## config.mk

```make
export PLATFORM = sky130hd
export DESIGN_NAME = dmt_cfg
export DESIGN_NICKNAME = d
export VERILOG_FILES = /design/src/design/dmt_pkg.sv /design/src/design/dmt_cfg.sv
export SDC_FILE = /design/constraint.sdc
export NUM_CORES = 1
export LEC_CHECK = 0
export BUFFER_PORTS_ARGS = -buffer_cell sky130_fd_sc_hd__buf_2
export CAP_MARGIN = 20
export CORE_AREA = 5 5 66 68
export CTS_CLUSTER_DIAMETER = 60
export CTS_CLUSTER_SIZE = 14
export DETAILED_ROUTE_END_ITERATION = 10
export DIE_AREA = 0 0 71 73
export PLACE_DENSITY = 0.65
export SETUP_SLACK_MARGIN = 0.5
export SYNTH_ARGS = -nofsm -noshare
export SYNTH_HDL_FRONTEND = slang
export SYNTH_SLANG_ARGS = --single-unit
```

## constraint.sdc

```tcl
create_clock -name clk -period 2.1 [get_ports clk]
set_clock_uncertainty 0.15 [all_clocks]
set_input_delay 0.21 -clock clk [delete_from_list [all_inputs] [get_ports clk]]
set_output_delay 0.21 -clock clk [all_outputs]
set_load 0.05 [all_outputs]
```

## src/design/dmt_pkg.sv

```systemverilog
package dmt_pkg;

  localparam int MAX_ROWS = 64;
  localparam int MAX_COLS = 64;

  localparam int ROW_W  = (MAX_ROWS > 1) ? $clog2(MAX_ROWS) : 1;
  localparam int COL_W  = (MAX_COLS > 1) ? $clog2(MAX_COLS) : 1;
  localparam int DEPTH  = MAX_ROWS * MAX_COLS;
  localparam int ADDR_W = (DEPTH > 1) ? $clog2(DEPTH) : 1;

  localparam int DIST_W   = 16;
  localparam int IDX_W    = 6;
  localparam int CFG_W    = 7;
  localparam int APB_AW   = 3;
  localparam int APB_DW   = 32;

  localparam logic [DIST_W-1:0] DIST_SAT = 16'hFFFF;

  localparam logic REG_ROW_COUNT = 1'b0;
  localparam logic REG_COL_COUNT = 1'b1;

  localparam logic CMD_LOAD  = 1'b0;
  localparam logic CMD_FETCH = 1'b1;

  localparam logic [CFG_W-1:0] ROW_COUNT_RST = 7'd64;
  localparam logic [CFG_W-1:0] COL_COUNT_RST = 7'd64;

  typedef struct packed {
    logic cmd;
    logic cell_value;
  } in_item_t;

  typedef struct packed {
    logic [DIST_W-1:0] distance;
    logic [IDX_W-1:0]  row_index;
    logic [IDX_W-1:0]  col_index;
    logic              last;
  } out_item_t;

  // image geometry as seen by the sequencer, plus a restart strobe
  typedef struct packed {
    logic [ROW_W-1:0] last_row;
    logic [COL_W-1:0] last_col;
    logic             restart;
  } geom_t;

  typedef enum logic [2:0] {
    ST_IDLE,
    ST_FWR,
    ST_BRD,
    ST_BWR,
    ST_FDATA
  } state_t;

  function automatic logic [ADDR_W-1:0] cell_addr(input logic [ROW_W-1:0] r,
                                                   input logic [COL_W-1:0] c);
    return ADDR_W'(int'(r) * MAX_COLS + int'(c));
  endfunction

  function automatic logic [DIST_W-1:0] sat_inc(input logic [DIST_W-1:0] v);
    return (v == DIST_SAT) ? DIST_SAT : v + 1'b1;
  endfunction

  function automatic logic [DIST_W-1:0] dmin(input logic [DIST_W-1:0] a,
                                             input logic [DIST_W-1:0] b);
    return (b < a) ? b : a;
  endfunction

endpackage

```

## src/design/dmt_cfg.sv

```systemverilog
module dmt_cfg (
  input  logic                       clk,
  input  logic                       rst_n,
  input  logic                       cfg_psel,
  input  logic                       cfg_penable,
  input  logic                       cfg_pwrite,
  input  logic [dmt_pkg::APB_AW-1:0] cfg_paddr,
  input  logic [dmt_pkg::APB_DW-1:0] cfg_pwdata,
  output logic [dmt_pkg::APB_DW-1:0] cfg_prdata,
  output logic                       cfg_pready,
  output dmt_pkg::geom_t             geom
);

  logic [dmt_pkg::CFG_W-1:0] row_count_r, row_count_nxt;
  logic [dmt_pkg::CFG_W-1:0] col_count_r, col_count_nxt;
  logic                      wr_en;
  logic                      reg_sel;

  assign cfg_pready = 1'b1;
  assign wr_en      = cfg_psel & cfg_penable & cfg_pwrite;
  assign reg_sel    = cfg_paddr[2];

  always_comb begin
    row_count_nxt = row_count_r;
    col_count_nxt = col_count_r;
    if (wr_en) begin
      case (reg_sel)
        dmt_pkg::REG_ROW_COUNT: row_count_nxt = cfg_pwdata[dmt_pkg::CFG_W-1:0];
        dmt_pkg::REG_COL_COUNT: col_count_nxt = cfg_pwdata[dmt_pkg::CFG_W-1:0];
        default: ;
      endcase
    end
  end

  always_ff @(posedge clk) begin
    if (!rst_n) begin
      row_count_r <= dmt_pkg::ROW_COUNT_RST;
      col_count_r <= dmt_pkg::COL_COUNT_RST;
    end else begin
      row_count_r <= row_count_nxt;
      col_count_r <= col_count_nxt;
    end
  end

  always_comb begin
    case (reg_sel)
      dmt_pkg::REG_ROW_COUNT:
        cfg_prdata = dmt_pkg::APB_DW'(row_count_r);
      dmt_pkg::REG_COL_COUNT:
        cfg_prdata = dmt_pkg::APB_DW'(col_count_r);
      default: cfg_prdata = '0;
    endcase
  end

  // zero acts as one, anything above the array size acts as the array size
  always_comb begin
    if (row_count_r == '0) begin
      geom.last_row = '0;
    end else if (int'(row_count_r) > dmt_pkg::MAX_ROWS) begin
      geom.last_row = dmt_pkg::ROW_W'(dmt_pkg::MAX_ROWS - 1);
    end else begin
      geom.last_row = dmt_pkg::ROW_W'(row_count_r - 1'b1);
    end
    if (col_count_r == '0) begin
      geom.last_col = '0;
    end else if (int'(col_count_r) > dmt_pkg::MAX_COLS) begin
      geom.last_col = dmt_pkg::COL_W'(dmt_pkg::MAX_COLS - 1);
    end else begin
      geom.last_col = dmt_pkg::COL_W'(col_count_r - 1'b1);
    end
    geom.restart = wr_en;
  end

endmodule

```

After elaboration in Yosys (flattened, before gate mapping). Cells that the tools add are included.

Bits in registers: 14. Input port bits: 40. Output and inout port bits: 46.

Bitwise gates (word level): 3. Multiplexer cells: 5. Add/subtract/negate cells: 2. Reduce and logical (&&, ||, !) cells: 4. $lt $le $gt $ge: 2.

Operators with widths (count): one-hot mux 32 bit (2 select lines) (1); 2-to-1 mux 6 bit (4); > comparator 7 bit (second input constant) (2); zero test 7 bit (2); subtractor 6 x 1 -> 6 bit (second input constant) (2); AND reduction 2 bit (2); bitwise AND 1 bit (2); inverter 1 bit (1).

Logic depth before layout (Yosys ltp). Gate-level depths: netlist of the first run.

Depth in word-level cells: 3. Mapped depth: 5.

Worst setup path before layout of the first run. Ideal clock, no wire load.

Path type: flip-flop to output port. Start: reg col_count_r[0] (netlist bit). End: out geom[6] (netlist bit). Required time: 1.740 ns. Path buffers: 0. Slack: -0.276 ns. Arrival time: 2.016 ns. Stages on the path, launching flop included: 6. Cells stage by stage: dfxtp_1 inv_1 ha_1 or4b_1 a211oi_2 nor3_1.

RTL lines: from (decl) (RTL line dmt_cfg.sv:15) `logic [dmt_pkg::CFG_W-1:0] col_count_r, col_count_nxt;`; from (signal assigned) (RTL line dmt_cfg.sv:38) `col_count_r <= dmt_pkg::COL_COUNT_RST;`; from (signal assigned) (RTL line dmt_cfg.sv:41) `col_count_r <= col_count_nxt;`; to (decl) (RTL line dmt_cfg.sv:11) `output dmt_pkg::geom_t geom`.

==> results of run 1 <==
## Yosys cell counts (all sizes together)
cell / number
a21oi: 2
nor4b: 1
clkbuf: 3
mux2i: 7
or4b: 1
conb: 2
and4: 1
o21ai: 6
a211oi: 2
nor2b: 6
nor3: 8
nor4: 2
inv: 6
nand2: 20
nor2: 3
xnor2: 3
maj3: 4
nand4: 1
nor3b: 2
buf: 32
nand2b: 1
a21boi: 6
nand3b: 1
nand3: 1
o31ai: 2
a22o: 1
ha: 4
mux2: 5
or4: 1
dfxtp: 14
and4b: 1
and3: 1
or3: 1
xor2: 2
nand4b: 1
## area by class of cell
type,instances,share of cell area [%]
clock buffer,3,2.23
inverter,6,1.48
multi-input combinational,123,54.0
sequential,14,16.9
tap,50,3.37
timing repair buffer,49,22.0
## cell usage in the layout, fill, tap and decap left out, types with 2 or more instances in the layout
master	netlist	layout
sky130_fd_sc_hd__conb_1	2	26
sky130_fd_sc_hd__nand2_1	20	17
sky130_fd_sc_hd__buf_2	4	17
sky130_fd_sc_hd__buf_4	27	17
sky130_fd_sc_hd__buf_6	1	8
sky130_fd_sc_hd__mux2i_1	7	7
sky130_fd_sc_hd__dfxtp_4	0	7
sky130_fd_sc_hd__buf_8	0	7
sky130_fd_sc_hd__a21boi_0	6	6
sky130_fd_sc_hd__nor2b_1	6	6
sky130_fd_sc_hd__dfxtp_2	0	6
sky130_fd_sc_hd__mux2_2	5	4
sky130_fd_sc_hd__nor3_1	7	4
sky130_fd_sc_hd__maj3_2	0	4
sky130_fd_sc_hd__o21ai_1	1	3
sky130_fd_sc_hd__nor3_4	0	3
sky130_fd_sc_hd__xnor2_1	3	3
sky130_fd_sc_hd__nand2_2	0	3
sky130_fd_sc_hd__ha_4	0	3
sky130_fd_sc_hd__clkbuf_8	0	3
sky130_fd_sc_hd__inv_4	0	2
sky130_fd_sc_hd__inv_2	0	2
sky130_fd_sc_hd__o21ai_2	0	2
sky130_fd_sc_hd__a21oi_4	0	2
sky130_fd_sc_hd__inv_1	6	2
sky130_fd_sc_hd__xor2_1	2	2
sky130_fd_sc_hd__nor2_1	3	2
## stage by stage
step	hold WS (ps)	setup slack [ps]
finish	51.6	18.8
floorplan	184	293
global route	60.6	-34.4
CTS	50.3	11.5
global placement	303	133
detailed placement	307	123
## layer usage
| layer | global-route usage, % | wire length (um) | part of all wire, % |
|---|---|---|---|
| met5 | 0 | 0 | 0 |
| met4 | 5.01 | 49 | 1.6 |
| met3 | 1.65 | 170 | 5.7 |
| met2 | 19.2 | 1490 | 50 |
| met1 | 15.0 | 1290 | 43 |
## worst reg2reg max path, cell delays in order, from the launching register on
cell                      delay [ps]
sky130_fd_sc_hd__dfxtp_4         340
sky130_fd_sc_hd__buf_4           150
sky130_fd_sc_hd__mux2i_1         130
sky130_fd_sc_hd__nor2b_1          60
## repair_timing
action,CTS,global route
pin swaps,15,4
hold buffers,0,0
gates resized for setup,54,21
setup buffers,10,2
endpoints found under the setup margin,16,17
## logic make-up (layout without fill, tap and decap cells)
logic type / after synthesis / count (layout) / share of synthesized area, %
other: 2 / 26 / 0.603
AND/OR/NAND/NOR: 53 / 53 / 24.2
flip-flops: 14 / 14 / 22.5
buffers and inverters: 41 / 58 / 21.5
adder cells (fa/ha/maj): 8 / 8 / 7.23
multiplexers: 12 / 12 / 10.1
AO/OA/AOI/OAI: 19 / 19 / 10.3
XOR/XNOR: 5 / 5 / 3.51
## registers in the layout (all words and copies together), names as in the netlist
name and flops:
row_count_r 7, col_count_r 7
## how the worst max path moves through the flow
stage / from / endpoint / slack (ps) / cells past startpoint
global placement: col_count_r[0] / geom[6] / 130 / 6
detailed placement: col_count_r[0] / geom[6] / 120 / 6
finish: col_count_r[0] / geom[6] / 20 / 6
global route: col_count_r[0] / geom[6] / -30 / 6
floorplan: col_count_r[1] / geom[6] / 290 / 5
CTS: col_count_r[0] / geom[6] / 10 / 6
## power by group
group / switching, W / leakage [nW] / internal [W]
Combinational: 0.000268 / 0.693 / 0.000128
Clock: 0.0000930 / 0.0216 / 0.000127
Sequential: 0.0000104 / 0.120 / 0.000266
==> metrics.csv, run 1 <==
metric;value;unit
final.min_clock_period;2080;ps
ir_drop;228;uV
initial_core_util;32.8;%
register_area;314;sq um
normalized_max_slew_margin;66.8;%
postSynthRegisterBits;14;
timing.critical_path.buf_inv;2;
cts_buffer_depth;2;
final_area;0.00186;sq mm
final.setup.tns;0;ps
slew_viol_final;0;
std_cell_rows;23;
critical_path.reg2reg.startpoint;row_count_r[2];
total_vias_in_the_final_route;1085;
max_slew.worst_pin.slew;495;ps
cp_max_fo;4;
finish.utilization;48.8;%
global_route.overflow_total;0;
yosys_warnings;0;
timing.final.crit_share;99.1;%
yosysTopAreaCellShare;22.5;%
postPlaceCellArea;0.00150;sq mm
detail_route.wl_per_cell;12.2;um
number_of_antenna_violations_at_the_first_check_in_global_routing;0;
yosysSeqAreaShare;22.5;%
syn_inst;154;
clock_latency;250;ps
fillCellCount;392;
clkSlewWorstSetupHoldPaths;60;ps
cellLeakagePower;0.835;nW
maxCapViolations;0;
crit_family;simple AND/OR/NAND/NOR gates;
worst_hold_startpoint;cfg_pwdata[6];
synth.cell_area;0.00125;sq mm
whs_endpoint;col_count_r[6];
detailedRoute.firstIterationViolations;22;
drt-pass1-iter-count;4;
grt_pass1_vias;1046;
worstPathArrival;1720;ps
cts-root-buf;sky130_fd_sc_hd__clkbuf_8;
placeableCoreArea;0.00380;sq mm
crit_chain;inv_4 -> ha_4 -> or4b_4 -> a211oi_4 -> nor3_4 -> buf_6;
ys_top_cells_by_area;sky130_fd_sc_hd__dfxtp_1 22%, sky130_fd_sc_hd__buf_4 16%, sky130_fd_sc_hd__nand2_1 6.0%, sky130_fd_sc_hd__mux2i_1 5.6%, sky130_fd_sc_hd__mux2_2 4.5%;
grt_start_max_net_pins;15;
timing.fmax;0.480;GHz
die_width;71;um
power;0.000892;W
critPathLaunchType;flip-flop;
rsz0062_at_grt;true;
die_y;73;um
syn2layout_area_growth;48.9;%
clkSinkCount;14;
setup_crit_end_kind;primary output;
tritoncts;yes;
multiInputGateArea;0.00100;sq mm
hold_path_class;input pin to flip-flop;
fp.dieArea;0.00518;sq mm
tritoncts.num_buffers;3;
antenna_cells_inserted;0;
timing.setup.critical_path_class;flip-flop to primary output;
globalRouteTotalUtil;11.6;%
post_route_drc;0;
timing.final.hold_violations;0;
io-pin-count;86;
reg2reg_setup_slack;1160;ps
r2r_cells;3;
post-place-cells;230;
port_buffers;32;
fin_nets;241;
report.final.setup_viol;0;
drt.antenna.violating_nets;0;
outcome;finished, final reports clean;
regToRegEndpoint;row_count_r[2];
synth_area_leader_cell;sky130_fd_sc_hd__dfxtp_1;
timing.critical_path.slowest_stage_cell;sky130_fd_sc_hd__or4b_4;
place_congestion;0.783;
dpl.hpwl;2.23;mm
wl_final;3.00;mm
number_of_cells_on_the_worst_hold_path;3;
cts_htree_levels;1;
synth.avg_cell_area;8.09;sq um
cp_data_required_time;1740;ps
yosysUniqueCellTypes;41;
critical_path.max_stage_delay;470;ps
final-instance-count-excl-fill;245;
post_route_cells_drive_above_1_share;54.4;%
detail_route.vias_per_cell;4.43;
grt_first_pass_wirelength;4.81;mm
power_density_relative_to_cell_area;481;mW/mm^2
Power figures use the tool's default switching activity.
==> run 2, diff against run 1 <==
SETUP_SLACK_MARGIN = unset   (was 0.5)
==> run 2 against run 1 <==
  * Register-to-register slack worse by 60 ps
  * Critical path depth stayed put
  * Flip-flop and latch count stayed put
  * Sequential share of layout area up 2.4 points
  * Maximum frequency hardly changed
  * Clock power up 16%
  * Critical path type unchanged
  * Largest cell class unchanged
  * Largest power group unchanged
==> metrics.csv, run 2 (synthesis gave the netlist of run 1 again) <==
metric;value;unit
maxCapViolations;0;
mostFrequentLayoutCell;sky130_fd_sc_hd__conb_1;
initial_core_util;32.8;%
outcome;finished, final reports clean;
reg.largest.list;col_count_r x7, row_count_r x7;
cp_max_fo;4;
drt.antenna.violating_nets;0;
slew_viol_final;0;
total_vias_in_the_final_route;1010;
crit_chain;inv_2 -> ha_4 -> or4b_4 -> a211oi_2 -> nor3_2 -> buf_6;
fp.dieArea;0.00518;sq mm
cellLeakagePower;0.668;nW
swShare;39.8;%
p_int;0.000517;W
grt_pass1_vias;907;
p_sw;0.000342;W
cts_htree_levels;1;
max_slew.worst_pin.slew;497;ps
post_route_cells_drive_above_1_share;35.9;%
clkSinkCount;14;
final_area;0.00148;sq mm
tritoncts.num_buffers;3;
hold_path_class;input pin to flip-flop;
cp_data_required_time;1740;ps
ir_drop;210;uV
report.final.setup_viol;0;
power_density_relative_to_cell_area;580;mW/mm^2
critical_path.reg2reg.startpoint;col_count_r[3];
power_frac_clock;29.6;%
placeableCoreArea;0.00380;sq mm
fin_hold_ws;58.5;ps
fin_nets;226;
die_width;71;um
normalized_max_slew_margin;66.7;%
critPathLaunchType;flip-flop;
timing.setup.critical_path_class;flip-flop to primary output;
timing.final.crit_share;99.1;%
fillCellCount;415;
global_route.overflow_total;0;
grt_start_max_net_pins;15;
critical_path.startpoint;col_count_r[0];
number_of_antenna_violations_at_the_first_check_in_global_routing;0;
pwr-share-comb;37.4;%
wl_final;2.67;mm
die_y;73;um
mostFrequentLayoutCells;26 x sky130_fd_sc_hd__conb_1, 25 x sky130_fd_sc_hd__buf_2, 20 x sky130_fd_sc_hd__nand2_1;
post_route_drc;0;
grt_first_pass_wirelength;4.13;mm
timing.fmax;0.480;GHz
postPlaceCellArea;0.00134;sq mm
io-pin-count;86;
detailedRoute.firstIterationViolations;37;
timing.final.hold_violations;0;
cts-root-buf;sky130_fd_sc_hd__clkbuf_8;
antenna_cells_inserted;0;
worstPathArrival;1720;ps
final.min_clock_period;2080;ps
drt-pass1-iter-count;4;
finish.utilization;39.0;%
place_congestion;0.747;
globalRouteTotalUtil;9.87;%
clkSlewWorstSetupHoldPaths;60;ps
worst_hold_startpoint;cfg_pwdata[6];
final.setup.tns;0;ps
port_buffers;32;
critical_path.max_stage_delay;460;ps
tritoncts;yes;
syn2layout_area_growth;19.0;%
timing.critical_path.slowest_stage_cell;sky130_fd_sc_hd__or4b_4;
post_cts.repair.setup_buffers;0;
clock_latency;240;ps
seq_power_share;33.0;%
cts_buffer_depth;2;
rsz0062_at_grt;true;
std_cell_rows;23;
dpl.hpwl;2.10;mm
detail_route.wl_per_cell;11.5;um
setup_crit_end_kind;primary output;
detail_route.vias_per_cell;4.37;
run 2: power by group through the flow:
stage / sequential [W] / combinational [W] / clock, W
finish: 0.000284 / 0.000321 / 0.000255
global route: 0.000285 / 0.000341 / 0.000275
CTS: 0.000282 / 0.000307 / 0.000262
detailed placement: 0.000288 / 0.000302 / 0
global placement: 0.000288 / 0.000300 / 0
floorplan: 0.000283 / 0.000298 / 0
run 2: what timing repair did:
action                                  in CTS  in global routing
resized for setup                            8                 21
endpoints found under the setup margin       4                 12
hold buffers                                 0                  0
pin swaps                                    2                  4
run 2: stage by stage:
stage               power (W)  setup slack (ps)  std cells
floorplan            0.000581              21.1        178
global placement     0.000588               170        227
detailed placement   0.000590               150        227
CTS                  0.000851             -24.6        231
global route         0.000901             -31.5        231
finish               0.000860              18.4        231
run 2: area by class of cell:
cell class                 instances  area [sq um]  area share (%)
inverter                           6          22.5            1.52
clock buffer                       4          55.1            3.71
tap                               50          62.6            4.22
timing repair buffer              34           208            14.0
sequential                        14           287            19.3
multi-input combinational        123           848            57.2
run 2: worst paths after layout:
| kind | depth (start not counted) | end | slack (ps) |
|---|---|---|---|
| worst max register to register | 2 | col_count_r[3] | 1100 |
| worst min-delay path | 3 | row_count_r[6] | 60 |
| worst min register to register | 2 | col_count_r[4] | 390 |
| worst max-delay path | 6 | geom[6] | 20 |
run 2: routing by layer:
layer  wire length (um)  vias up  global-route usage, %
li1                   -      527                      -
met1               1190      444                   12.7
met2               1230       37                   16.0
met3                232        2                   2.75
met4                  9        0                   3.13
met5                  0        -                      0
run 2: critical path, delay by kind of cell (launching register included):
family | cells | cell delay [ps]
compound gates | 1 | 250
fa+ha+maj | 1 | 140
buf+inv | 2 | 230
flops | 1 | 320
simple gates | 2 | 530
==> run 3, diff against run 2 <==
CORE_AREA = 5 5 60 75   (was 5 5 66 68)
DIE_AREA = 0 0 65 80   (was 0 0 71 73)
==> run 3 against run 2 <==
  * Critical path depth decreased by 2
  * Power fell by 5.4%
  * Hold slack got worse by 9.0 ps
  * Register-to-register slack got worse by 30 ps
  * Combinational power is essentially flat
  * Highest routed layer unchanged
  * Global-route usage rose by 0.32 points
  * Critical endpoint unchanged
  * First-iteration DRC count down 38%
  * Sequential share of layout area up 0.21 points
  * Sequential power barely moved
  * Die area increased by 0.33%
  * Core utilization is 0.20 points higher
==> metrics.csv, run 3 (synthesis gave the netlist of run 1 again) <==
metric;value;unit
ir_drop;246;uV
swShare;41.2;%
timing.final.hold_violations;0;
multiInputGateArea;855;sq um
die_width;65;um
report.final.setup_viol;0;
timing.setup.critical_path_class;flip-flop to primary output;
globalRouteTotalUtil;10.2;%
normalized_max_slew_margin;65.0;%
reg.largest.list;col_count_r x7, row_count_r x7;
cts_htree_levels;1;
post-place-cells;217;
critical_path.reg2reg.startpoint;col_count_r[4];
post_route_cells_drive_above_1_share;34.8;%
detail_route.wl_per_cell;12.3;um
reg2reg_setup_slack;1070;ps
fillCellCount;402;
detailedRoute.firstIterationViolations;23;
clock_latency;230;ps
cp_max_fo;7;
post_route_drc;0;
place_congestion;0.802;
cts_buffer_depth;2;
postPlaceCellArea;0.00133;sq mm
cellLeakagePower;0.664;nW
critical_path.startpoint;col_count_r[4];
max_slew.worst_pin.slew;522;ps
grt.met2_usage;17.5;%
whs_endpoint;col_count_r[6];
timing.final.crit_share;97.3;%
gr-max-usage-layer;met2;
port_buffers;32;
finalWorstSetupSlack;56.8;ps
clkSlewWorstSetupHoldPaths;50;ps
grt_pass1_vias;940;
maxCapViolations;0;
placeableCoreArea;0.00372;sq mm
hold_path_class;input pin to flip-flop;
total_vias_in_the_final_route;1052;
timing.fmax;0.489;GHz
number_of_cells_on_the_worst_hold_path;3;
pwr-share-comb;39.6;%
final_area;0.00146;sq mm
fp.dieArea;0.00520;sq mm
cp_data_required_time;1740;ps
groute.layer.met1.usage;12.0;%
tritoncts;yes;
seq_power_share;35.0;%
detail_route.vias_per_cell;4.76;
grt_first_pass_wirelength;4.22;mm
p_int;0.000478;W
initial_core_util;33.5;%
grt.met3_usage;2.68;%
p_sw;0.000335;W
critPathLaunchType;flip-flop;
cts-root-buf;sky130_fd_sc_hd__clkbuf_8;
worst_hold_startpoint;cfg_pwdata[6];
io-pin-count;86;
drt-pass1-iter-count;4;
timing.critical_path.slowest_stage_cell;sky130_fd_sc_hd__or4b_1;
number_of_antenna_violations_at_the_first_check_in_global_routing;0;
fin_nets;227;
critical_path.max_stage_delay;580;ps
crit_chain;or4b_1 -> a211oi_2 -> nor3_2 -> buf_6;
grt_start_max_net_pins;15;
register_area;285;sq um
preCtsSetupSlack;146;ps
outcome;finished, final reports clean;
mostFrequentLayoutCells;27 x sky130_fd_sc_hd__buf_2, 26 x sky130_fd_sc_hd__conb_1, 18 x sky130_fd_sc_hd__nand2_1;
rsz0062_at_grt;true;
drt.antenna.violating_nets;0;
hold_buffers;0;
r2r_cells;2;
final.min_clock_period;2040;ps
std_cell_rows;25;
die_y;80;um
antenna_cells_inserted;0;
wl_final;2.71;mm
setup_crit_end_kind;primary output;
regToRegEndpoint;col_count_r[4];
final-instance-count-excl-fill;221;
mostFrequentLayoutCell;sky130_fd_sc_hd__buf_2;
global_route.overflow_total;0;
power_frac_clock;25.4;%
tritoncts.num_buffers;3;
clkSinkCount;14;
dpl.hpwl;2.14;mm
worstPathArrival;1680;ps
syn2layout_area_growth;17.2;%
power_density_relative_to_cell_area;557;mW/mm^2
slew_viol_final;0;
run 3: changes by cell type in the layout (fill, tap and decap cells not counted), sizes merged:
cell / change
buf: +1
clkbuf: -1
run 3: timing repair:
| item | in CTS | in global routing |
|---|---|---|
| cloned | 0 | 0 |
| pin swaps | 4 | 3 |
| endpoints found under the setup margin | 4 | 11 |
| setup buffers | 1 | 0 |
| resized for setup | 8 | 18 |
run 3: area by class of cell:
| cell class | count | area share [%] |
|---|---|---|
| multi-input cells | 123 | 58.5 |
| repair buffers | 35 | 14.1 |
| inverters | 6 | 1.54 |
| well taps | 40 | 3.43 |
| flip-flops and latches | 14 | 19.5 |
| clock buffers | 3 | 2.83 |
run 3: routing by layer:
layer	vias to the layer above	wire length, um
met5	-	0
met1	474	1150
met3	2	266
met4	0	19
li1	533	-
met2	43	1280
run 3: critical path, delay by kind of cell, from the launching register on:
kind                   cells  cell delay, ps
flip-flops                 1             420
buffers and inverters      1             150
AO/OA/AOI/OAI              1             220
AND/OR/NAND/NOR            2             660
run 3: worst max path at each step:
stage              end  slack, ps  depth (start not counted)
2_1_floorplan  geom[7]         20                          5
4_1_cts        geom[4]         -8                          5
5_1_grt        geom[6]        -10                          6
6_report       geom[6]         60                          4
3_3_place_gp   geom[6]        160                          6
3_5_place_dp   geom[6]        150                          6
run 3: through the flow:
step	setup TNS, ps	hold WS (ps)	power [W]	utilization [%]
finish	0	49.5	0.000813	39.2
global placement	0	299	0.000588	35.6
detailed placement	0	290	0.000590	35.6
CTS	-7.92	42.8	0.000805	37.6
global route	-11.0	69.9	0.000849	39.2
floorplan	0	184	0.000581	-
run 3: power by group through the flow:
stage / logic (W) / clock network (W) / registers, W
after floorplan: 0.000298 / 0 / 0.000283
after global placement: 0.000300 / 0 / 0.000288
after detailed placement: 0.000302 / 0 / 0.000288
after CTS: 0.000308 / 0.000214 / 0.000283
after global routing: 0.000339 / 0.000225 / 0.000286
final: 0.000322 / 0.000207 / 0.000284
