--- src/design/dmt_pkg.sv ---
package dmt_pkg;

  localparam int MAX_ROWS = 64;
  localparam int MAX_COLS = 64;

  localparam int ROW_W  = (MAX_ROWS > 1) ? $clog2(MAX_ROWS) : 1;
  localparam int COL_W  = (MAX_COLS > 1) ? $clog2(MAX_COLS) : 1;
  localparam int DEPTH  = MAX_ROWS * MAX_COLS;
  localparam int ADDR_W = (DEPTH > 1) ? $clog2(DEPTH) : 1;

  localparam int DIST_W   = 16;
  localparam int IDX_W    = 6;
  localparam int CFG_W    = 7;
  localparam int APB_AW   = 3;
  localparam int APB_DW   = 32;

  localparam logic [DIST_W-1:0] DIST_SAT = 16'hFFFF;

  localparam logic REG_ROW_COUNT = 1'b0;
  localparam logic REG_COL_COUNT = 1'b1;

  localparam logic CMD_LOAD  = 1'b0;
  localparam logic CMD_FETCH = 1'b1;

  localparam logic [CFG_W-1:0] ROW_COUNT_RST = 7'd64;
  localparam logic [CFG_W-1:0] COL_COUNT_RST = 7'd64;

  typedef struct packed {
    logic cmd;
    logic cell_value;
  } in_item_t;

  typedef struct packed {
    logic [DIST_W-1:0] distance;
    logic [IDX_W-1:0]  row_index;
    logic [IDX_W-1:0]  col_index;
    logic              last;
  } out_item_t;

  // image geometry as seen by the sequencer, plus a restart strobe
  typedef struct packed {
    logic [ROW_W-1:0] last_row;
    logic [COL_W-1:0] last_col;
    logic             restart;
  } geom_t;

  typedef enum logic [2:0] {
    ST_IDLE,
    ST_FWR,
    ST_BRD,
    ST_BWR,
    ST_FDATA
  } state_t;

  function automatic logic [ADDR_W-1:0] cell_addr(input logic [ROW_W-1:0] r,
                                                   input logic [COL_W-1:0] c);
    return ADDR_W'(int'(r) * MAX_COLS + int'(c));
  endfunction

  function automatic logic [DIST_W-1:0] sat_inc(input logic [DIST_W-1:0] v);
    return (v == DIST_SAT) ? DIST_SAT : v + 1'b1;
  endfunction

  function automatic logic [DIST_W-1:0] dmin(input logic [DIST_W-1:0] a,
                                             input logic [DIST_W-1:0] b);
    return (b < a) ? b : a;
  endfunction

endpackage

--- src/design/dmt_ctrl.sv ---
module dmt_ctrl (
  input  logic                       clk,
  input  logic                       rst_n,
  input  dmt_pkg::geom_t             geom,
  input  logic                       in_valid,
  output logic                       in_stall,
  input  dmt_pkg::in_item_t          in_data,
  output logic                       out_valid,
  input  logic                       out_stall,
  output dmt_pkg::out_item_t         out_data,
  output logic                       mem_we,
  output logic [dmt_pkg::ADDR_W-1:0] mem_waddr,
  output logic [dmt_pkg::DIST_W-1:0] mem_wdata,
  output logic [dmt_pkg::ADDR_W-1:0] mem_raddr_a,
  input  logic [dmt_pkg::DIST_W-1:0] mem_rdata_a,
  output logic [dmt_pkg::ADDR_W-1:0] mem_raddr_b,
  input  logic [dmt_pkg::DIST_W-1:0] mem_rdata_b
);

  dmt_pkg::state_t state_r, state_nxt;

  logic [dmt_pkg::ROW_W-1:0]  ld_row_r, ld_row_nxt;
  logic [dmt_pkg::COL_W-1:0]  ld_col_r, ld_col_nxt;
  logic [dmt_pkg::ROW_W-1:0]  fe_row_r, fe_row_nxt;
  logic [dmt_pkg::COL_W-1:0]  fe_col_r, fe_col_nxt;
  logic [dmt_pkg::ROW_W-1:0]  bk_row_r, bk_row_nxt;
  logic [dmt_pkg::COL_W-1:0]  bk_col_r, bk_col_nxt;
  logic                       bdone_r, bdone_nxt;
  logic                       cell_r, cell_nxt;
  logic [dmt_pkg::DIST_W-1:0] prev_r, prev_nxt;
  logic                       out_valid_r, out_valid_nxt;
  dmt_pkg::out_item_t         out_data_r, out_data_nxt;

  logic                       accept;
  logic                       out_free;
  logic                       fe_last;
  logic [dmt_pkg::DIST_W-1:0] fwd_val;
  logic [dmt_pkg::DIST_W-1:0] bwd_val;

  assign accept    = in_valid & ~in_stall;
  assign out_free  = ~out_valid_r | ~out_stall;
  assign fe_last   = (fe_row_r == geom.last_row) && (fe_col_r == geom.last_col);
  assign out_valid = out_valid_r;
  assign out_data  = out_data_r;

  // forward pass: top comes from memory, left is the value written just before
  always_comb begin
    fwd_val = dmt_pkg::DIST_SAT;
    if (ld_row_r != '0) begin
      fwd_val = dmt_pkg::dmin(fwd_val, dmt_pkg::sat_inc(mem_rdata_a));
    end
    if (ld_col_r != '0) begin
      fwd_val = dmt_pkg::dmin(fwd_val, dmt_pkg::sat_inc(prev_r));
    end
    if (!cell_r) begin
      fwd_val = '0;
    end
  end

  // backward pass: rdata_a is the cell, rdata_b the one below, prev_r the right
  always_comb begin
    bwd_val = mem_rdata_a;
    if (mem_rdata_a != '0) begin
      if (bk_row_r != geom.last_row) begin
        bwd_val = dmt_pkg::dmin(bwd_val, dmt_pkg::sat_inc(mem_rdata_b));
      end
      if (bk_col_r != geom.last_col) begin
        bwd_val = dmt_pkg::dmin(bwd_val, dmt_pkg::sat_inc(prev_r));
      end
    end
  end

  always_comb begin
    state_nxt = state_r;
    case (state_r)
      dmt_pkg::ST_IDLE: begin
        if (accept) begin
          if (in_data.cmd == dmt_pkg::CMD_LOAD) begin
            state_nxt = dmt_pkg::ST_FWR;
          end else if (bdone_r) begin
            state_nxt = dmt_pkg::ST_FDATA;
          end
        end
      end
      dmt_pkg::ST_FWR: begin
        if (ld_row_r == geom.last_row && ld_col_r == geom.last_col) begin
          state_nxt = dmt_pkg::ST_BRD;
        end else begin
          state_nxt = dmt_pkg::ST_IDLE;
        end
      end
      dmt_pkg::ST_BRD: state_nxt = dmt_pkg::ST_BWR;
      dmt_pkg::ST_BWR: begin
        if (bk_row_r == '0 && bk_col_r == '0) begin
          state_nxt = dmt_pkg::ST_IDLE;
        end else begin
          state_nxt = dmt_pkg::ST_BRD;
        end
      end
      dmt_pkg::ST_FDATA: begin
        if (out_free) begin
          state_nxt = dmt_pkg::ST_IDLE;
        end
      end
      default: state_nxt = dmt_pkg::ST_IDLE;
    endcase
  end

  always_comb begin
    in_stall    = (state_r != dmt_pkg::ST_IDLE);
    mem_we      = 1'b0;
    mem_waddr   = dmt_pkg::cell_addr(ld_row_r, ld_col_r);
    mem_wdata   = fwd_val;
    mem_raddr_b = dmt_pkg::cell_addr(fe_row_r, fe_col_r);
    if (ld_row_r == '0) begin
      mem_raddr_a = dmt_pkg::cell_addr(ld_row_r, ld_col_r);
    end else begin
      mem_raddr_a = dmt_pkg::cell_addr(ld_row_r - 1'b1, ld_col_r);
    end
    case (state_r)
      dmt_pkg::ST_FWR: mem_we = 1'b1;
      dmt_pkg::ST_BRD: begin
        mem_raddr_a = dmt_pkg::cell_addr(bk_row_r, bk_col_r);
        if (bk_row_r == geom.last_row) begin
          mem_raddr_b = dmt_pkg::cell_addr(bk_row_r, bk_col_r);
        end else begin
          mem_raddr_b = dmt_pkg::cell_addr(bk_row_r + 1'b1, bk_col_r);
        end
      end
      dmt_pkg::ST_BWR: begin
        mem_we    = 1'b1;
        mem_waddr = dmt_pkg::cell_addr(bk_row_r, bk_col_r);
        mem_wdata = bwd_val;
      end
      default: ;
    endcase
  end

  always_comb begin
    ld_row_nxt    = ld_row_r;
    ld_col_nxt    = ld_col_r;
    fe_row_nxt    = fe_row_r;
    fe_col_nxt    = fe_col_r;
    bk_row_nxt    = bk_row_r;
    bk_col_nxt    = bk_col_r;
    bdone_nxt     = bdone_r;
    cell_nxt      = cell_r;
    prev_nxt      = prev_r;
    out_valid_nxt = out_valid_r & out_stall;
    out_data_nxt  = out_data_r;

    case (state_r)
      dmt_pkg::ST_IDLE: begin
        if (accept && in_data.cmd == dmt_pkg::CMD_LOAD) begin
          cell_nxt = in_data.cell_value;
          // a load after a finished image starts a new one
          if (bdone_r) begin
            ld_row_nxt = '0;
            ld_col_nxt = '0;
            fe_row_nxt = '0;
            fe_col_nxt = '0;
            bdone_nxt  = 1'b0;
          end
        end
      end
      dmt_pkg::ST_FWR: begin
        prev_nxt = fwd_val;
        if (ld_col_r == geom.last_col) begin
          ld_col_nxt = '0;
          if (ld_row_r == geom.last_row) begin
            ld_row_nxt = '0;
            bk_row_nxt = geom.last_row;
            bk_col_nxt = geom.last_col;
          end else begin
            ld_row_nxt = ld_row_r + 1'b1;
          end
        end else begin
          ld_col_nxt = ld_col_r + 1'b1;
        end
      end
      dmt_pkg::ST_BWR: begin
        prev_nxt = bwd_val;
        if (bk_col_r == '0) begin
          bk_col_nxt = geom.last_col;
          if (bk_row_r == '0) begin
            bdone_nxt  = 1'b1;
            fe_row_nxt = '0;
            fe_col_nxt = '0;
          end else begin
            bk_row_nxt = bk_row_r - 1'b1;
          end
        end else begin
          bk_col_nxt = bk_col_r - 1'b1;
        end
      end
      dmt_pkg::ST_FDATA: begin
        if (out_free) begin
          out_valid_nxt          = 1'b1;
          out_data_nxt.distance  = mem_rdata_b;
          out_data_nxt.row_index = dmt_pkg::IDX_W'(fe_row_r);
          out_data_nxt.col_index = dmt_pkg::IDX_W'(fe_col_r);
          out_data_nxt.last      = fe_last;
          if (fe_col_r == geom.last_col) begin
            fe_col_nxt = '0;
            fe_row_nxt = fe_last ? '0 : fe_row_r + 1'b1;
          end else begin
            fe_col_nxt = fe_col_r + 1'b1;
          end
        end
      end
      default: ;
    endcase

    if (geom.restart) begin
      ld_row_nxt = '0;
      ld_col_nxt = '0;
      fe_row_nxt = '0;
      fe_col_nxt = '0;
      bdone_nxt  = 1'b0;
    end
  end

  always_ff @(posedge clk) begin
    if (!rst_n) begin
      state_r     <= dmt_pkg::ST_IDLE;
      ld_row_r    <= '0;
      ld_col_r    <= '0;
      fe_row_r    <= '0;
      fe_col_r    <= '0;
      bk_row_r    <= '0;
      bk_col_r    <= '0;
      bdone_r     <= 1'b0;
      out_valid_r <= 1'b0;
    end else begin
      state_r     <= state_nxt;
      ld_row_r    <= ld_row_nxt;
      ld_col_r    <= ld_col_nxt;
      fe_row_r    <= fe_row_nxt;
      fe_col_r    <= fe_col_nxt;
      bk_row_r    <= bk_row_nxt;
      bk_col_r    <= bk_col_nxt;
      bdone_r     <= bdone_nxt;
      out_valid_r <= out_valid_nxt;
    end
  end

  always_ff @(posedge clk) begin
    cell_r     <= cell_nxt;
    prev_r     <= prev_nxt;
    out_data_r <= out_data_nxt;
  end

endmodule

--- config.mk ---
export PLATFORM = sky130hd
export DESIGN_NAME = dmt_ctrl
export DESIGN_NICKNAME = d
export VERILOG_FILES = /design/src/design/dmt_pkg.sv /design/src/design/dmt_ctrl.sv
export SDC_FILE = /design/constraint.sdc
export NUM_CORES = 1
export LEC_CHECK = 0
export ABC_CLOCK_PERIOD_IN_PS = 8400
export BUFFER_PORTS_ARGS = -buffer_cell sky130_fd_sc_hd__buf_2
export CAP_MARGIN = 15
export CORE_MARGIN = 2
export CORE_UTILIZATION = 31
export DETAILED_ROUTE_END_ITERATION = 10
export PLACE_DENSITY_LB_ADDON = 0.3
export SLEW_MARGIN = 15
export SYNTH_ARGS = -nofsm -noshare
export SYNTH_HDL_FRONTEND = slang
export SYNTH_SLANG_ARGS = --single-unit
--- constraint.sdc ---
create_clock -name clk -period 8.4 [get_ports clk]
set_input_delay 0.84 -clock clk [delete_from_list [all_inputs] [get_ports clk]]
set_output_delay 0.84 -clock clk [all_outputs]
set_load 0.01 [all_outputs]
Word level (Yosys, flattened, before mapping)
Cells that the tools add are included.
{"block": "totals", "register_bits": 87, "latch_bits": 0, "ram_bits": 0, "rom_bits": 0, "input_bits": 51, "out_inout_bits": 84, "elab_cells": 156, "memories": 0}
{"block": "op_classes", "n_addsub": 16, "multipliers": 0, "n_div": 0, "order_cmp": 4, "eq_ne": 25, "n_shift": 0, "mux": 60, "n_bitwise": 8, "n_reduce_logical": 28}
{"operator": "$mux W16", "count": 15}
{"operator": "$mux W6", "count": 19}
{"operator": "$add A12 B6 Y12", "count": 5}
{"operator": "$mux W12", "count": 5}
{"operator": "$add A16 B1 Y16 const B", "count": 3}
{"operator": "$eq A16 B16 Y1 const B", "count": 3}
{"operator": "$lt A16 B16 Y1", "count": 3}
{"operator": "$pmux W6 S2", "count": 4}
{"operator": "$pmux W6 S3", "count": 2}
{"operator": "$pmux W16 S2", "count": 1}
{"operator": "$add A6 B1 Y6 const B", "count": 5}
{"operator": "$eq A6 B6 Y1", "count": 5}
{"operator": "$ne A2 B2 Y1 const B", "count": 10}
{"operator": "$logic_not A6 Y1", "count": 3}
{"operator": "$sub A6 B1 Y6 const B", "count": 3}
{"operator": "$lt A16 B16 Y1 const B", "count": 1}
{"operator": "$reduce_bool A16 Y1", "count": 1}
{"operator": "$pmux W3 S5", "count": 1}
{"operator": "$mux W3", "count": 4}
{"operator": "$ne A6 B6 Y1", "count": 2}
{"operator": "$reduce_bool A6 Y1", "count": 2}
{"operator": "$reduce_and A3 Y1", "count": 3}
{"operator": "$reduce_and A4 Y1", "count": 2}
{"operator": "$reduce_and A7 Y1", "count": 1}
{"operator": "18 further kinds", "count": 38}

Depth between registers and ports, before layout
Gate-level depths: netlist of run 1.
{"block": "depth", "depth_word": 11, "depth_mapped": 23, "depth_no_buf": 21}

Least setup slack after synthesis of run 1
No wires, ideal clock.
{"block": "synth_path", "path_kind": "in2out", "startpoint": "input mem_rdata_b[0] in the netlist's numbering", "endpoint": "output mem_wdata[3] in the netlist's numbering", "arrival_ns": 5.408, "required_ns": 7.560, "slack_ns": 2.152, "stages": 22, "path_buffers": 3, "path_cell_list": "ha_1 > and4_1 > nand2b_1 > or2_2 > clkbuf_1 > nand2_1 > ha_1 > a21o_1 > a21o_1 > a22o_1 > nor3_2 > buf_2 > mux2i_1 > ha_1 > a211oi_1 > o21ai_0 > o211ai_1 > o211ai_1 > a21oi_2 > buf_2 > nor3_1 > a211o_1"}
{"block": "synth_between", "elab_chain_cells": 11, "word_cells_on_any_way": 12, "cone_classes": "add/sub (1); order compare (2); eq/ne (1); mux (8)"}
{"item": "start, declared", "line": "dmt_ctrl.sv:17", "rtl": "input logic [dmt_pkg::DIST_W-1:0] mem_rdata_b"}
{"item": "$add A16 B1 Y16 / $eq A16 B16 Y1 (equally long branches)", "line": "dmt_pkg.sv:61", "rtl": "return (v == DIST_SAT) ? DIST_SAT : v + 1'b1;"}
{"item": "$mux W16 (*)", "line": "dmt_pkg.sv:61"}
{"item": "$lt A16 B16 Y1", "line": "dmt_pkg.sv:66", "rtl": "return (b < a) ? b : a;"}
{"item": "$mux W16 (*)", "line": "dmt_pkg.sv:66"}
{"item": "$mux W16 (*)", "line": "dmt_ctrl.sv:64", "rtl": "if (bk_row_r != geom.last_row) begin"}
{"item": "$mux W16 (*)", "line": "dmt_ctrl.sv:63", "rtl": "if (mem_rdata_a != '0) begin"}
{"item": "$lt A16 B16 Y1", "line": "dmt_pkg.sv:66"}
{"item": "$mux W16", "line": "dmt_pkg.sv:66"}
{"item": "$mux W16 (*)", "line": "dmt_ctrl.sv:67", "rtl": "if (bk_col_r != geom.last_col) begin"}
{"item": "$mux W16 (*)", "line": "dmt_ctrl.sv:63"}
{"item": "$mux W16 (*)", "line": "dmt_ctrl.sv:120", "rtl": "case (state_r)"}
{"item": "end, declared", "line": "dmt_ctrl.sv:13", "rtl": "output logic [dmt_pkg::DIST_W-1:0] mem_wdata,"}
Mark *: on every way between the ends. The rest lies on a longest branch, timed or not. The select of a mux whose other input is x is not followed.

Final worst setup path of run 1
{"block": "layout_path", "startpoint": "input mem_rdata_b[0] in the netlist's numbering", "endpoint": "output mem_wdata[15] in the netlist's numbering"}
The elaborated chain is that of the path after synthesis.

==> results of run 1 <==
-- kinds of logic (layout without fill, tap and decap cells) --
logic type | after synthesis | in the layout | synth area share
compound gates | 192 | 192 | 0.165
xor+xnor | 94 | 94 | 0.110
fa+ha+maj | 61 | 61 | 0.102
buf+inv | 89 | 198 | 0.0482
flops | 87 | 87 | 0.295
mux | 18 | 18 | 0.0243
simple gates | 391 | 391 | 0.254
-- power breakdown --
| group | switching, mW | total, mW | internal (mW) | leakage [nW] |
|---|---|---|---|---|
| Clock | 0.202 | 0.443 | 0.241 | 0.158 |
| Sequential | 0.00768 | 0.467 | 0.459 | 0.763 |
| Combinational | 0.134 | 0.215 | 0.0805 | 2.81 |
| Total | 0.344 | 1.13 | 0.781 | 3.73 |
-- synth_stat cells (all sizes together), types with 11 or more instances --
master and count:
o21ai 65, mux2i 17, ha 61, a21oi 48, nand4 30, nor4 15
dfxtp 41, nor3 33, nand2 132, xnor2 42, clkbuf 38, nor2 85
nand3 26, xor2 52, and2 11, edfxtp 46, inv 41
-- layout by cell type, fill, tap and decap left out, types with 9 or more instances in the layout --
master     instances
xor2_1            52
xnor2_1           42
nand2b_1          10
dfxtp_1           41
or3_1             10
o21ai_0           64
edfxtp_1          46
a21oi_1           45
ha_1              61
nor3_1            32
clkbuf_16          9
nand3_1           26
and2_1            11
buf_2            134
nand2_1          132
nor2_1            85
mux2i_1           17
inv_1             41
nor4_1            15
nand4_1           28
-- final cells by class --
class / instances / area, um^2
tap: 319 / 399
sequential: 87 / 2200
clock buffer: 9 / 225
timing repair buffer: 141 / 723
multi-input combinational: 756 / 4910
clock inverter: 7 / 92.6
fill: 2504 / 14800
inverter: 41 / 154
-- worst max-delay path by stage --
| stage | start | endpoint | slack, ps | cells after the start |
|---|---|---|---|---|
| final | mem_rdata_b[0] | mem_wdata[15] | 990 | 24 |
| after global routing | mem_rdata_b[0] | mem_wdata[15] | 280 | 24 |
| after CTS | mem_rdata_b[0] | mem_wdata[14] | 1000 | 24 |
| after detailed placement | mem_rdata_b[0] | mem_wdata[14] | 1010 | 24 |
| after global placement | mem_rdata_b[0] | mem_wdata[8] | 1170 | 23 |
| after floorplan | mem_rdata_b[0] | mem_wdata[3] | 2150 | 22 |
-- per-layer routing --
metal / share of wire / global-route usage / vias up
li1: - / - / 3541
met1: 0.43 / 0.237 / 3287
met2: 0.47 / 0.313 / 283
met3: 0.069 / 0.0365 / 39
met4: 0.023 / 0.0587 / 2
met5: 0.00055 / 0 / -
-- sequential cells by signal, summed over array words and instances, names as in the netlist, 6 cells and up --
register and cells:
out_data 29, fe_row_r 6, fe_col_r 6, bk_col_r 6, ld_col_r 6, ld_row_r 6
bk_row_r 6, prev_r 16
-- per-stage QoR --
stage	area (um^2)	worst slack [ps]
3_5_place_dp	8380	1010
4_1_cts	8700	998
6_report	8700	994
5_1_grt	8700	285
2_1_floorplan	7450	2150
3_3_place_gp	8380	1170
==> impl_metrics.json, run 1 <==
{
  "start_util": 0.317,
  "fin_crit_sh": 0.882,
  "finalNonFillerCells": 1360,
  "grt_first_pass_wirelength_um": 37500,
  "dieArea_um2": 25300,
  "diodes": 0,
  "viasPerCell": 5.26,
  "cts_tree": "done",
  "place_hpwl_um": 18600,
  "dieWidth_um": 159,
  "crit_chain": "buf_2, ha_1, and4_1, nand2b_1, or2_2, nand2_1, ha_1, a21oi_1, o21ai_0, nor3_1, a31oi_1, nor3_2, buf_4, mux2i_1, ha_1, nand3_1, nand2_1, a221oi_1, o211ai_1, a21oi_2, buf_4, a22oi_1, o21ai_0, buf_2",
  "rsz0062_at_grt": "no",
  "p_leak_nw": 3.73,
  "dp.cells": 1344,
  "reg2reg_slack_ps": 3710,
  "critPathMostFrequentCell": "ha_1",
  "hold_depth": 0,
  "max_freq_mhz": 135,
  "syn_area_um2": 7450,
  "numCtsBuffers": 9,
  "drtAntennaViolNets": 0,
  "h-tree-depth": 3,
  "grt_pass1_vias": 6825,
  "maxCapViolCount": 0,
  "hp-start": "fe_col_r[5]",
  "relSlewSlack": 0.338,
  "period_minus_slack_ps": 7410,
  "required_ps": 7560,
  "grt_max_degree": 31,
  "synth_cell_types": 69,
  "port_buffers": 134,
  "first_pass_iters": 5,
  "r2r-start": "bk_row_r[3]",
  "cp-start-kind": "primary input",
  "slew_violations": 0,
  "clock_sinks": 87,
  "die_h_um": 159,
  "final_layout_size_suffix_gt1_frac": 0.175,
  "tns_ps": 0,
  "setup_violations": 0,
  "drt_iter0_markers": 636,
  "ir_drop_v": 0.0000908,
  "synth_top_area_frac": 0.185,
  "syn-instance-count": 932,
  "io_pins": 135,
  "core_area_um2": 23500,
  "crit_type": "primary input to primary output",
  "hold_path_end": "out_data[6]",
  "cpPeakStageDelay_ps": 610,
  "fin_hold_ws_ps": 541,
  "synthArstFlopShare": 0,
  "synth-seq-cells": 87,
  "cp.buffers_inverters": 4,
  "synth_edf_count": 46,
  "globalRouteTotalUtil": 0.185,
  "end_kind": "primary output",
  "synth.area.top_cells": "edfxtp_1, dfxtp_1, ha_1",
  "slowest_stage": "nor3_2",
  "postCtsSetupBuffers": 0,
  "r2r_end": "prev_r[15]",
  "synth_nets": 1044,
  "cts_buffer_depth": 2,
  "p_per_area_nw_per_um2": 129,
  "crit_arrival_ps": 6570,
  "crit_family": "simple AND/OR/NAND/NOR gates",
  "root_buffer": "clkbuf_16",
  "synth_flop_cell": "edfxtp_1",
  "reg2reg_depth": 15,
  "antenna_found_initial": 1,
  "cts_hold_buf": 0,
  "drc": 0,
  "worst_pin_slew_ps": 991,
  "overflow": 0,
  "synth_top_cell_by_area": "edfxtp_1",
  "finish.utilization": 0.370,
  "gp_congestion": 0.902,
  "syn_to_final_growth_pct": 16.8,
  "rows": 56,
  "synth_seq_area_share": 0.295,
  "detail_route.wirelength_um": 23700,
  "skew_ps": 13.2,
  "postSynthAreaPerCell_um2": 8.00,
  "layout.nets": 1148,
  "status": "complete, no violations",
  "cp_max_fo": 14,
  "wl_per_cell_um": 17.5,
  "p_total_mw": 1.13,
  "finalHoldViolCount": 0,
  "clk_pin_slew_ps": 80,
  "ctsResizeCount": 0,
  "clk-insertion-delay-late_ps": 360,
  "yosysWarningCount": 0,
  "route.vias.total": 7152,
  "hold_class": "register to register"
}
(Power assumes the default switching activity.)
==> run 2: changes to the inputs <==
--- a/config.mk
+++ b/config.mk
@@ -11,7 +11,7 @@
 export CORE_MARGIN = 2
 export CORE_UTILIZATION = 31
 export DETAILED_ROUTE_END_ITERATION = 10
-export PLACE_DENSITY_LB_ADDON = 0.3
+export PLACE_DENSITY = 0.54
 export SLEW_MARGIN = 15
 export SYNTH_ARGS = -nofsm -noshare
 export SYNTH_HDL_FRONTEND = slang
==> impl_metrics.json, run 2 (same netlist as run 1, synthesis figures left out) <==
{
  "tns_ps": 0,
  "h-tree-depth": 3,
  "final_layout_size_suffix_gt1_frac": 0.174,
  "cts_buffer_depth": 2,
  "core_area_um2": 23500,
  "cp_max_fo": 18,
  "crit_type": "primary input to primary output",
  "drt_iter0_markers": 495,
  "r2r-start": "prev_r[0]",
  "skew_ps": 13.8,
  "p_per_area_nw_per_um2": 128,
  "reg2reg_depth": 16,
  "overflow": 0,
  "grtUsageMet1": 0.242,
  "crit_chain": "buf_2, ha_1, and4_1, nand2b_1, or2_2, nand2_1, ha_1, a21o_1, a21o_1, a22o_1, nor3_2, buf_4, mux2i_1, ha_1, a21oi_1, nand2_1, a221oi_1, o211ai_1, a21oi_2, a22oi_1, o221ai_1, buf_2",
  "cp-start-kind": "primary input",
  "r2r_end": "prev_r[14]",
  "clock_sinks": 87,
  "crit_arrival_ps": 6480,
  "postCtsSetupBuffers": 0,
  "antenna_found_initial": 1,
  "layout.nets": 1147,
  "p_leak_nw": 3.72,
  "setup_violations": 0,
  "rsz0062_at_grt": "no",
  "place_hpwl_um": 18600,
  "placed_area_um2": 8380,
  "numCtsBuffers": 9,
  "worst_pin_slew_ps": 957,
  "layout_common_cells": "buf_2, nand2_1, nor2_1",
  "register_area_um2": 2200,
  "drc": 0,
  "rows": 56,
  "root_buffer": "clkbuf_16",
  "drtAntennaViolNets": 0,
  "first_pass_iters": 7,
  "route.vias.total": 7140,
  "viasPerCell": 5.25,
  "grt_busiest_layer": "met2",
  "relSlewSlack": 0.360,
  "stdcell_area_um2": 8690,
  "critical_path.startpoint": "mem_rdata_b[0]",
  "crit_family": "compound AO/OA/AOI/OAI gates",
  "final_common_cell": "buf_2",
  "io_pins": 135,
  "clk-insertion-delay-late_ps": 360,
  "end_kind": "primary output",
  "path_depth": 22,
  "p_total_mw": 1.11,
  "grt_first_pass_wirelength_um": 38200,
  "wl_per_cell_um": 17.6,
  "max_freq_mhz": 137,
  "cts_hold_buf": 0,
  "cts_tree": "done",
  "cp.buffers_inverters": 3,
  "grt_max_degree": 31,
  "syn_to_final_growth_pct": 16.6,
  "use_met2": 0.318,
  "grtUsageMet3": 0.0323,
  "required_ps": 7560,
  "gp_congestion": 0.897,
  "finalHoldViolCount": 0,
  "ir_drop_v": 0.000111,
  "cpPeakStageDelay_ps": 650,
  "clk_pin_slew_ps": 80,
  "dieWidth_um": 159,
  "period_minus_slack_ps": 7320,
  "slew_violations": 0,
  "port_buffers": 134,
  "start_util": 0.317,
  "hold_class": "register to register",
  "largest_reg_flops": 29,
  "grt_pass1_vias": 6973,
  "status": "complete, no violations",
  "fin_crit_sh": 0.871,
  "ctsResizeCount": 0,
  "critPathMostFrequentCell": "ha_1",
  "globalRouteTotalUtil": 0.188,
  "crit_end": "mem_wdata[14]",
  "reg2reg_slack_ps": 3700,
  "dieArea_um2": 25300,
  "slowest_stage": "a21oi_2",
  "multi_input_area_um2": 4910,
  "maxCapViolCount": 0,
  "nFillCells": 2519,
  "detail_route.wirelength_um": 24000,
  "die_h_um": 159
}
[run 2: layout make-up]
cell class,count,share of cell area
sequential,87,0.253
clock buffer,9,0.0259
multi-input combinational,756,0.565
tap,319,0.0459
inverter,41,0.0177
timing repair buffer,140,0.0824
antenna,1,0.000288
clock inverter,7,0.00965
[run 2: worst min path at each step]
stage	startpoint	endpoint	slack (ps)	cells past startpoint
2_1_floorplan	fe_row_r[5]	out_data[12]	490	0
3_3_place_gp	fe_row_r[5]	out_data[12]	530	0
3_5_place_dp	fe_col_r[5]	out_data[6]	530	0
4_1_cts	fe_col_r[5]	out_data[6]	540	0
5_1_grt	fe_col_r[5]	out_data[6]	560	0
6_report	fe_col_r[5]	out_data[6]	530	0
[run 2: layer usage]
metal  share of wire  routed length, um  vias to the layer above
met1            0.44              10600                     3326
met5               0                  0                        -
met2            0.47              11400                      237
met4           0.026                612                        0
met3           0.057               1370                       36
li1                -                  -                     3541
[run 2: metrics by stage]
| stage | std cells | worst slack, ps | utilization | hold slack (ps) |
|---|---|---|---|---|
| CTS | 1359 | 1130 | 0.369 | 538 |
| global route | 1359 | 380 | 0.369 | 555 |
| global placement | 1343 | 1350 | 0.356 | 531 |
| floorplan | 932 | 2150 | - | 491 |
| finish | 1360 | 1080 | 0.369 | 535 |
| detailed placement | 1343 | 1160 | 0.356 | 527 |
[run 2: power breakdown]
group | switching (mW) | leakage [nW] | internal (mW) | total [mW]
Sequential | 0.00780 | 0.763 | 0.459 | 0.467
Clock | 0.216 | 0.151 | 0.214 | 0.430
Combinational | 0.134 | 2.80 | 0.0799 | 0.214
==> run 3: changes to the inputs <==
--- a/config.mk
+++ b/config.mk
@@ -12,6 +12,7 @@
 export CORE_UTILIZATION = 31
 export DETAILED_ROUTE_END_ITERATION = 10
 export PLACE_DENSITY = 0.54
+export RECOVER_POWER = 50
 export SLEW_MARGIN = 15
 export SYNTH_ARGS = -nofsm -noshare
 export SYNTH_HDL_FRONTEND = slang
==> impl_metrics.json, run 3 (same netlist as run 1, synthesis figures left out) <==
{
  "relSlewSlack": -0.878,
  "p_per_area_nw_per_um2": 129,
  "wl_per_cell_um": 17.7,
  "cp_max_fo": 18,
  "cts_buffer_depth": 2,
  "final_common_cell": "nand2_1",
  "crit_arrival_ps": 6560,
  "postCtsSetupBuffers": 0,
  "dp.cells": 1343,
  "ir_drop_v": 0.000111,
  "port_buffers": 134,
  "rows": 56,
  "status": "finished, violations left",
  "globalRouteTotalUtil": 0.188,
  "finalNonFillerCells": 1360,
  "io_pins": 135,
  "rsz0062_at_grt": "no",
  "drt_iter0_markers": 492,
  "clk-insertion-delay-late_ps": 360,
  "layout_setup_ws_ps": 999,
  "final_layout_size_suffix_gt1_frac": 0.125,
  "cts_hold_buf": 0,
  "dieWidth_um": 159,
  "clk_pin_slew_ps": 80,
  "p_leak_nw": 3.57,
  "drtAntennaViolNets": 0,
  "start_util": 0.317,
  "hold_depth": 0,
  "ctsResizeCount": 0,
  "place_hpwl_um": 18600,
  "viasPerCell": 5.26,
  "period_minus_slack_ps": 7400,
  "gp_congestion": 0.897,
  "required_ps": 7560,
  "layout.nets": 1147,
  "die_h_um": 159,
  "hold_class": "register to register",
  "clock_sinks": 87,
  "overflow": 0,
  "setup_violations": 0,
  "first_pass_iters": 7,
  "syn_to_final_growth_pct": 15.5,
  "cts_tree": "done",
  "root_buffer": "clkbuf_16",
  "max_freq_mhz": 135,
  "grt_pass1_vias": 6973,
  "drc": 0,
  "end_kind": "primary output",
  "violations": "max-capacitance violations, max-slew violations",
  "skew_ps": 14.7,
  "detail_route.wirelength_um": 24000,
  "largest_reg_flops": 29,
  "slew_violations": 31,
  "dp_slack_ps": 1160,
  "numCtsBuffers": 9,
  "maxCapViolCount": 1,
  "layout_common_cells": "nand2_1, buf_2, nor2_1",
  "cp-start-kind": "primary input",
  "fin_crit_sh": 0.881,
  "grt_max_degree": 31,
  "tns_ps": 0,
  "h-tree-depth": 3,
  "route.vias.total": 7147,
  "crit_type": "primary input to primary output",
  "reg2reg_depth": 8,
  "worst_pin_slew_ps": 2820,
  "finalHoldViolCount": 0,
  "grt_first_pass_wirelength_um": 38200,
  "dieArea_um2": 25300,
  "antenna_found_initial": 1,
  "core_area_um2": 23500
}
[run 3: cell types whose count changed in the layout (fill, tap and decap cells not counted), sizes merged]
cell	before	now
buf	140	90
clkbuf	9	59
[run 3: final cells by class]
cell class / instances / area, um^2
fillers: 2550 / 14900
clock buffers: 9 / 225
clock inverters: 7 / 83.8
inverters: 41 / 154
well taps: 319 / 399
multi-input cells: 756 / 4890
diodes: 1 / 2.50
flip-flops and latches: 87 / 2200
repair buffers: 140 / 648
[run 3: power breakdown]
part / internal (mW) / total (mW) / switching [mW]
logic: 0.0765 / 0.210 / 0.133
clock network: 0.214 / 0.430 / 0.216
registers: 0.460 / 0.468 / 0.00786
[run 3: path summary, 6_finish.rpt]
path             startpoint            end  slack (ps)
max          mem_rdata_b[0]  mem_wdata[14]        1000
min             fe_col_r[5]    out_data[6]         530
max reg2reg      state_r[2]    fe_row_r[4]        3530
min reg2reg     fe_col_r[5]    out_data[6]         530
[run 3: per-layer routing]
layer / global-route usage / share of wire
met3: 0.0323 / 0.059
met1: 0.242 / 0.44
met2: 0.318 / 0.47
met4: 0.0669 / 0.025
met5: 0 / 0
[run 3: worst max-delay path, stage by stage]
cell      delay, ps
clkbuf_1        240
ha_1            260
and4_1          280
nand2b_1        140
or2_2           440
nand2_1         130
ha_1            240
a21o_1          180
a21o_1          170
a22o_1          220
nor3_2          240
buf_4           230
mux2i_1         270
ha_1            290
a21oi_1         160
nand2_1          70
a221oi_1        390
o211ai_1        220
a21oi_2         630
a22oi_1         400
o221ai_1        340
buf_2           180
[run 3: stage by stage]
stage          instance area [um^2]  power, mW  utilization  hold slack, ps
6_report                       8610       1.11        0.366             535
3_5_place_dp                   8380      0.689        0.356             527
4_1_cts                        8690       1.12        0.369             538
3_3_place_gp                   8380      0.689        0.356             531
2_1_floorplan                  7450      0.610            -             491
5_1_grt                        8610       1.16        0.366             555
